==> config.mk <==
export PLATFORM = sky130hd
export DESIGN_NAME = i2c_to_wishbone_bridge_fsm
export DESIGN_NICKNAME = d
export VERILOG_FILES = /design/src/hw/rtl/i2cwb_pkg.sv /design/src/hw/rtl/i2cwb_core.sv /design/src/hw/rtl/i2c_to_wishbone_bridge_fsm.sv
export SDC_FILE = /design/constraint.sdc
export NUM_CORES = 1
export LEC_CHECK = 0
export BUFFER_PORTS_ARGS = -buffer_cell sky130_fd_sc_hd__buf_2
export CORE_UTILIZATION = 40
export CTS_CLUSTER_DIAMETER = 50
export DETAILED_ROUTE_END_ITERATION = 12
export PLACE_DENSITY = 0.74
export REMOVE_ABC_BUFFERS = 1
export SLEW_MARGIN = 20
export SYNTH_ARGS = -nofsm -noshare
export SYNTH_HDL_FRONTEND = slang
export SYNTH_SLANG_ARGS = --single-unit
==> constraint.sdc <==
create_clock -name clk -period 1.9 [get_ports clk]
set_clock_uncertainty 0.05 [all_clocks]
set_input_delay 0.19 -clock clk [delete_from_list [all_inputs] [get_ports clk]]
set_output_delay 0.19 -clock clk [all_outputs]
set_load 0.02 [all_outputs]
==> src/hw/rtl/i2cwb_pkg.sv <==
// ----------------------------------------------------------------------------
// i2cwb_pkg
// Types and constants shared by the I2C to Wishbone bridge files.
// ----------------------------------------------------------------------------
`timescale 1ns / 1ps

package i2cwb_pkg;

  localparam int IN_BITS      = 47;
  localparam int IN_TDATA_W   = 48;
  localparam int OUT_BITS     = 55;
  localparam int OUT_TDATA_W  = 56;
  localparam int LANE_LSB     = 42;
  localparam int LANE_W       = 4;

  localparam logic [7:0] OFFSET_READ_BASE  = 8'd0;
  localparam logic [7:0] OFFSET_WRITE_BASE = 8'd8;

  // Bridge sequencer states, one-hot.
  typedef enum logic [4:0] {
    ST_IDLE       = 5'b00001,
    ST_WRITE      = 5'b00010,
    ST_WRITE_WAIT = 5'b00100,
    ST_READ       = 5'b01000,
    ST_READ_WAIT  = 5'b10000
  } state_t;

  // Input word; the last member sits in the lowest bits.
  typedef struct packed {
    logic [31:0] bus_read_data;
    logic [7:0]  rx_byte;
    logic        bus_ack;
    logic        master_nack;
    logic        ack_done;
    logic        read_ack_tip;
    logic        write_ack_tip;
    logic        addr_ack_tip;
    logic        sync_reset;
  } in_word_t;

  // Result word; the last member sits in the lowest bits.
  typedef struct packed {
    logic        shift_load;
    logic [7:0]  tx_byte;
    logic [3:0]  lane_select;
    logic        bus_write_enable;
    logic        bus_cycle_strobe;
    logic [31:0] bus_write_data;
    logic [7:0]  bus_address;
  } out_word_t;

  // Register updates handed from the sequencer logic to the top level.
  typedef struct packed {
    state_t     state;
    logic [7:0] offset;
  } ctrl_t;

endpackage

==> src/hw/rtl/i2cwb_core.sv <==
// ----------------------------------------------------------------------------
// i2cwb_core
// Next-state, offset and bus output logic for one input word.
// ----------------------------------------------------------------------------
`timescale 1ns / 1ps

module i2cwb_core (
  input  i2cwb_pkg::ctrl_t    cur,
  input  i2cwb_pkg::in_word_t word,
  output i2cwb_pkg::ctrl_t    nxt,
  output i2cwb_pkg::out_word_t result
);

  logic       is_read;
  logic [1:0] lane;
  i2cwb_pkg::state_t state_step;

  assign is_read = word.rx_byte[0];
  assign lane    = cur.offset[1:0];

  always_comb begin
    case (cur.state)
      i2cwb_pkg::ST_IDLE: begin
        if (word.addr_ack_tip && word.ack_done) begin
          state_step = is_read ? i2cwb_pkg::ST_READ : i2cwb_pkg::ST_WRITE_WAIT;
        end else begin
          state_step = i2cwb_pkg::ST_IDLE;
        end
      end
      i2cwb_pkg::ST_WRITE: begin
        state_step = word.bus_ack ? i2cwb_pkg::ST_WRITE_WAIT : i2cwb_pkg::ST_WRITE;
      end
      i2cwb_pkg::ST_WRITE_WAIT: begin
        if (word.addr_ack_tip) begin
          state_step = i2cwb_pkg::ST_IDLE;
        end else if (word.write_ack_tip && word.ack_done) begin
          state_step = i2cwb_pkg::ST_WRITE;
        end else begin
          state_step = i2cwb_pkg::ST_WRITE_WAIT;
        end
      end
      i2cwb_pkg::ST_READ: begin
        state_step = word.bus_ack ? i2cwb_pkg::ST_READ_WAIT : i2cwb_pkg::ST_READ;
      end
      i2cwb_pkg::ST_READ_WAIT: begin
        if (word.addr_ack_tip) begin
          state_step = i2cwb_pkg::ST_IDLE;
        end else if (word.read_ack_tip && word.ack_done) begin
          state_step = word.master_nack ? i2cwb_pkg::ST_IDLE : i2cwb_pkg::ST_READ;
        end else begin
          state_step = i2cwb_pkg::ST_READ_WAIT;
        end
      end
      default: begin
        state_step = i2cwb_pkg::ST_IDLE;
      end
    endcase
  end

  always_comb begin
    nxt.state = word.sync_reset ? i2cwb_pkg::ST_IDLE : state_step;
    // The offset ignores the bridge reset; an address acknowledge wins over a count.
    if (word.addr_ack_tip) begin
      nxt.offset = is_read ? i2cwb_pkg::OFFSET_READ_BASE : i2cwb_pkg::OFFSET_WRITE_BASE;
    end else if (word.ack_done) begin
      nxt.offset = cur.offset + 8'd1;
    end else begin
      nxt.offset = cur.offset;
    end
  end

  always_comb begin
    result.bus_address      = cur.offset;
    result.bus_write_data   = {4{word.rx_byte}};
    result.bus_cycle_strobe = (cur.state == i2cwb_pkg::ST_WRITE) ||
                              (cur.state == i2cwb_pkg::ST_READ);
    result.bus_write_enable = (cur.state == i2cwb_pkg::ST_WRITE);
    result.lane_select      = 4'b0001 << lane;
    result.tx_byte          = word.bus_read_data[{lane, 3'b000} +: 8];
    result.shift_load       = (cur.state == i2cwb_pkg::ST_READ);
  end

endmodule

==> src/hw/rtl/i2c_to_wishbone_bridge_fsm.sv <==
// ----------------------------------------------------------------------------
// i2c_to_wishbone_bridge_fsm
// Sequencer that turns I2C slave acknowledge events into Wishbone cycles.
// ----------------------------------------------------------------------------
// Each input word carries one clock's worth of I2C slave flags, the received
// byte and the Wishbone read word; each accepted word yields exactly one
// registered result word, holding the bus address, the replicated write
// data, cycle/strobe, write enable, the one-hot lane select, the selected read
// byte and the shifter load. The result is computed from the state held before
// the word and the word itself, and the state and byte offset advance when the
// word is accepted. Throughput is one word per clock: the single output
// register frees up in the same cycle it is taken downstream, so s_tready only
// drops while a finished result sits unaccepted. m_tvalid rises in the cycle
// after an input is accepted, set by that output register.
`timescale 1ns / 1ps

module i2c_to_wishbone_bridge_fsm (
  input  logic        clk,
  input  logic        rst,
  input  logic        s_tvalid,
  output logic        s_tready,
  // From bit 0: sync_reset, addr_ack_tip, write_ack_tip, read_ack_tip,
  // ack_done, master_nack, bus_ack, rx_byte[7:0], bus_read_data[31:0], pad.
  input  logic [i2cwb_pkg::IN_TDATA_W-1:0] s_tdata,
  output logic        m_tvalid,
  input  logic        m_tready,
  // From bit 0: bus_address[7:0], bus_write_data[31:0], bus_cycle_strobe,
  // bus_write_enable, lane_select[3:0], tx_byte[7:0], shift_load, pad.
  output logic [i2cwb_pkg::OUT_TDATA_W-1:0] m_tdata
);

  i2cwb_pkg::ctrl_t     ctrl;
  i2cwb_pkg::ctrl_t     ctrl_next;
  i2cwb_pkg::in_word_t  in_word;
  i2cwb_pkg::out_word_t result_next;
  i2cwb_pkg::out_word_t result;
  logic                 accept;

  assign in_word  = i2cwb_pkg::in_word_t'(s_tdata[i2cwb_pkg::IN_BITS-1:0]);
  assign s_tready = !m_tvalid || m_tready;
  assign accept   = s_tvalid && s_tready;

  i2cwb_core u_core (
    .cur    (ctrl),
    .word   (in_word),
    .nxt    (ctrl_next),
    .result (result_next)
  );

  // Sequencer state and byte offset move only when a word is taken.
  always_ff @(posedge clk) begin
    if (rst) begin
      ctrl.state  <= i2cwb_pkg::ST_IDLE;
      ctrl.offset <= 8'd0;
    end else if (accept) begin
      ctrl <= ctrl_next;
    end
  end

  always_ff @(posedge clk) begin
    if (rst) begin
      m_tvalid <= 1'b0;
    end else if (accept) begin
      m_tvalid <= 1'b1;
    end else if (m_tready) begin
      m_tvalid <= 1'b0;
    end
  end

  // Result payload needs no reset; it is loaded with every accepted word.
  always_ff @(posedge clk) begin
    if (accept) begin
      result <= result_next;
    end
  end

  assign m_tdata = {{(i2cwb_pkg::OUT_TDATA_W - i2cwb_pkg::OUT_BITS){1'b0}}, result};

endmodule

==> metrics.md <==
| Metric | Value |
|---|---|
| Number of diodes | 0 |
| Number of ports placed on the die boundary | 110 |
| Total core area | 0.005172 mm2 |
| Global placer's final weighted congestion | 0.8679 |
| Kind of end point of the critical path | flip-flop |
| Count of hold-fix buffers inserted at cts | 0 |
| Pre-CTS setup slack | 0.1686 ns |
| TritonCTS clock tree | done |
| Most frequent cells in the layout | sky130_fd_sc_hd__buf_2 (107), sky130_fd_sc_hd__edfxtp_1 (31), sky130_fd_sc_hd__dfxtp_1 (14) |
| Highest clock rate | 578.8 MHz |
| Post-CTS clock slew at the launch and capture registers of the worst setup and hold paths | 0.08 ns |
| Syn Area/Cell | 12.26 um2 |
| Endpoints failing setup | 0 |
| Hold wc startpoint | s_tdata[14] |
| Number of buffer cells added on primary ports | 107 |
| Layout filler cell count | 456 |
| Cts repair resizes | 0 |
| Number of vias per cell after detailed routing | 5.098 |
| Worst reg2reg path startpoint | ctrl[10] |
| Wire length per cell after detailed routing | 14.41 um |
| Total via count after detailed routing | 1,718 |
| Cell Area, Synth | 0.002182 mm2 |
| Outcome | complete, no violations |
| Period utilization | 90.94% |
| Layout Cells excl Fill | 337 |
| Half-perimeter wire length after detailed placement | 3720 um |
| Share of the synthesized area in the top cell type | 42.66% |
| First drt pass iteration count | 4 |
| Final hold violation count | 0 |
| Synth area leader | sky130_fd_sc_hd__edfxtp_1 |
| Arr. time, crit path | 1.86 ns |
| EDFF count, synth | 31 |
| DRT iter0 DRCs | 78 |
| Remaining number of nets flagged by the antenna check after routing | 0 |
| Clk_lat worst skew | 0.30 ns |
| Post-placement cell count | 328 |
| Post-Route WL | 4855 um |
| Leak pwr | 1.151 nW |
| Setup Crit Path Kind | reg2reg |
| Yosys warnings | 0 |
| Number of max-cap violations | 0 |
| Number of distinct library cells after synthesis | 42 |
| Final Max Tran Viols | 0 |
| CP Launch Point | ctrl[10] |
| WHS | 0.01213 ns |
| Startpoint type of the worst setup path | flip-flop |
| Setup Fix Bufs, Post-CTS | 0 |
| Most area-consuming cells after synthesis | sky130_fd_sc_hd__edfxtp_1 (43%), sky130_fd_sc_hd__dfxtp_1 (13%), sky130_fd_sc_hd__buf_4 (9.3%) |
| Fin worst setup slack | 0.1722 ns |
| Post-route DRC violation count | 0 |
| Global-route wire length before repair | 7300 um |
| Sequential-to-total area share from yosys stat | 55.50% |
| Remaining Overflow, GRT | 0 |
| Final Net Count | 319 |
| Depth of the CTS H-tree | 2 |
| Unrepaired setup endpoints after global routing | false |
| Die height | 75.86 um |
| Post-placement cell area | 0.002620 mm2 |
| Highest ir drop seen on vdd | 0.2780 mV |
| Starting Density | 42.19% |
| Die Area | 0.005755 mm2 |
| Growth of design area from synthesis to finish | 24.31% |
| Critical-path maximum fanout | 7 |
| Combined global-route utilization of all metal layers | 17.60% |
| Synth Register Bits | 45 |
| Root Driver | sky130_fd_sc_hd__clkbuf_8 |
| Path category of the worst min-delay check | in2reg |
| Initial antenna violation count | 0 |
| Required time at the endpoint of the critical path | 2.03 ns |
| Number of buffers created by CTS | 5 |
| Maximum root-to-sink buffer count | 2 |
| Number of rows in the core area | 26 |
| Final critical-path required period | 1.728 ns |
| Synthesized instance count | 178 |
| Die width | 75.86 um |
| Maximum number of pins on one net before global-route repair | 18 |
| Async set-reset flop share out of synthesis | 0% |
| Final instance area | 0.002713 mm2 |
| Most common cell after layout, fill and taps aside | sky130_fd_sc_hd__buf_2 |
| Top flip-flop cell by instance count after synthesis | sky130_fd_sc_hd__edfxtp_1 |
| Layout cell share with drive strength beyond 1 | 49.44% |
| Number of global-route vias before repair | 1,590 |
| P per Cell Area | 743.9 mW/mm2 |
| Clock sink count | 45 |
[per-stage QoR]
stage / setup TNS [ns] / power (mW) / util, %
floorplan: -6.797 / 1.322 / -
global placement: 0 / 1.470 / 50.65
finish: 0 / 2.018 / 52.44
global route: 0 / 2.118 / 52.44
CTS: 0 / 2.036 / 52.25
detailed placement: 0 / 1.475 / 50.65
[worst paths after layout]
| kind | to | slack, ns | cells past startpoint |
|---|---|---|---|
| worst min-delay path | m_tdata[31] | 0.01 | 1 |
| worst min register to register | m_tdata[7] | 0.41 | 0 |
| worst max-delay path | ctrl[8] | 0.17 | 4 |
| worst max register to register | ctrl[8] | 0.17 | 4 |
[flip-flops by register name, summed over array words and instances, names as in the netlist]
name      flops
m_tdata      31
ctrl         13
m_tvalid      1
[critical path, stage by stage, from the launching register on]
cell and delay [ns]:
sky130_fd_sc_hd__dfxtp_1 0.46, sky130_fd_sc_hd__xnor2_1 0.10, sky130_fd_sc_hd__or4_1 0.48, sky130_fd_sc_hd__a2111oi_1 0.41
sky130_fd_sc_hd__nor3_1 0.10
[routing by layer]
layer	GRT usage (%)	up-vias	wire, um
li1	-	815	-
met1	19.34	800	1868
met2	30.78	92	2533
met3	3.836	11	337
met4	11.11	0	114
met5	0	-	0
[layout make-up]
type | count | area (um2) | area share, %
flip-flops and latches | 45 | 1211 | 44.65
multi-input cells | 94 | 721.9 | 26.61
repair buffers | 113 | 583.1 | 21.49
well taps | 70 | 87.58 | 3.229
clock buffers | 6 | 72.57 | 2.675
inverters | 7 | 26.28 | 0.9686
clock inverters | 2 | 10.01 | 0.3690
[synthesized netlist by cell type (3+ instances only)]
cell / number
sky130_fd_sc_hd__clkbuf_1: 3
sky130_fd_sc_hd__a21oi_1: 10
sky130_fd_sc_hd__inv_1: 6
sky130_fd_sc_hd__mux4_2: 8
sky130_fd_sc_hd__nor2_1: 6
sky130_fd_sc_hd__nor3_1: 6
sky130_fd_sc_hd__or3_1: 4
sky130_fd_sc_hd__edfxtp_1: 31
sky130_fd_sc_hd__nand4_1: 4
sky130_fd_sc_hd__dfxtp_1: 14
sky130_fd_sc_hd__buf_4: 27
sky130_fd_sc_hd__o21ai_0: 5
sky130_fd_sc_hd__nand2_1: 9
sky130_fd_sc_hd__nor2b_1: 6
sky130_fd_sc_hd__nor4b_1: 3
[power breakdown]
| group | leakage [nW] | internal [mW] | switching (mW) |
|---|---|---|---|
| Combinational | 0.688 | 0.133 | 0.198 |
| Clock | 0.0450 | 0.255 | 0.311 |
| Sequential | 0.418 | 1.10 | 0.0220 |
| Total | 1.15 | 1.49 | 0.531 |
[kinds of logic after synthesis]
family	after synthesis	synth area share [%]
other	1	0.1719
flip-flops	45	55.50
multiplexers	8	8.257
AO/OA/AOI/OAI	28	8.487
XOR/XNOR	3	1.204
adder cells (fa/ha/maj)	1	0.5733
buffers and inverters	39	11.41
AND/OR/NAND/NOR	53	14.39
Power figures use the tool's default switching activity.
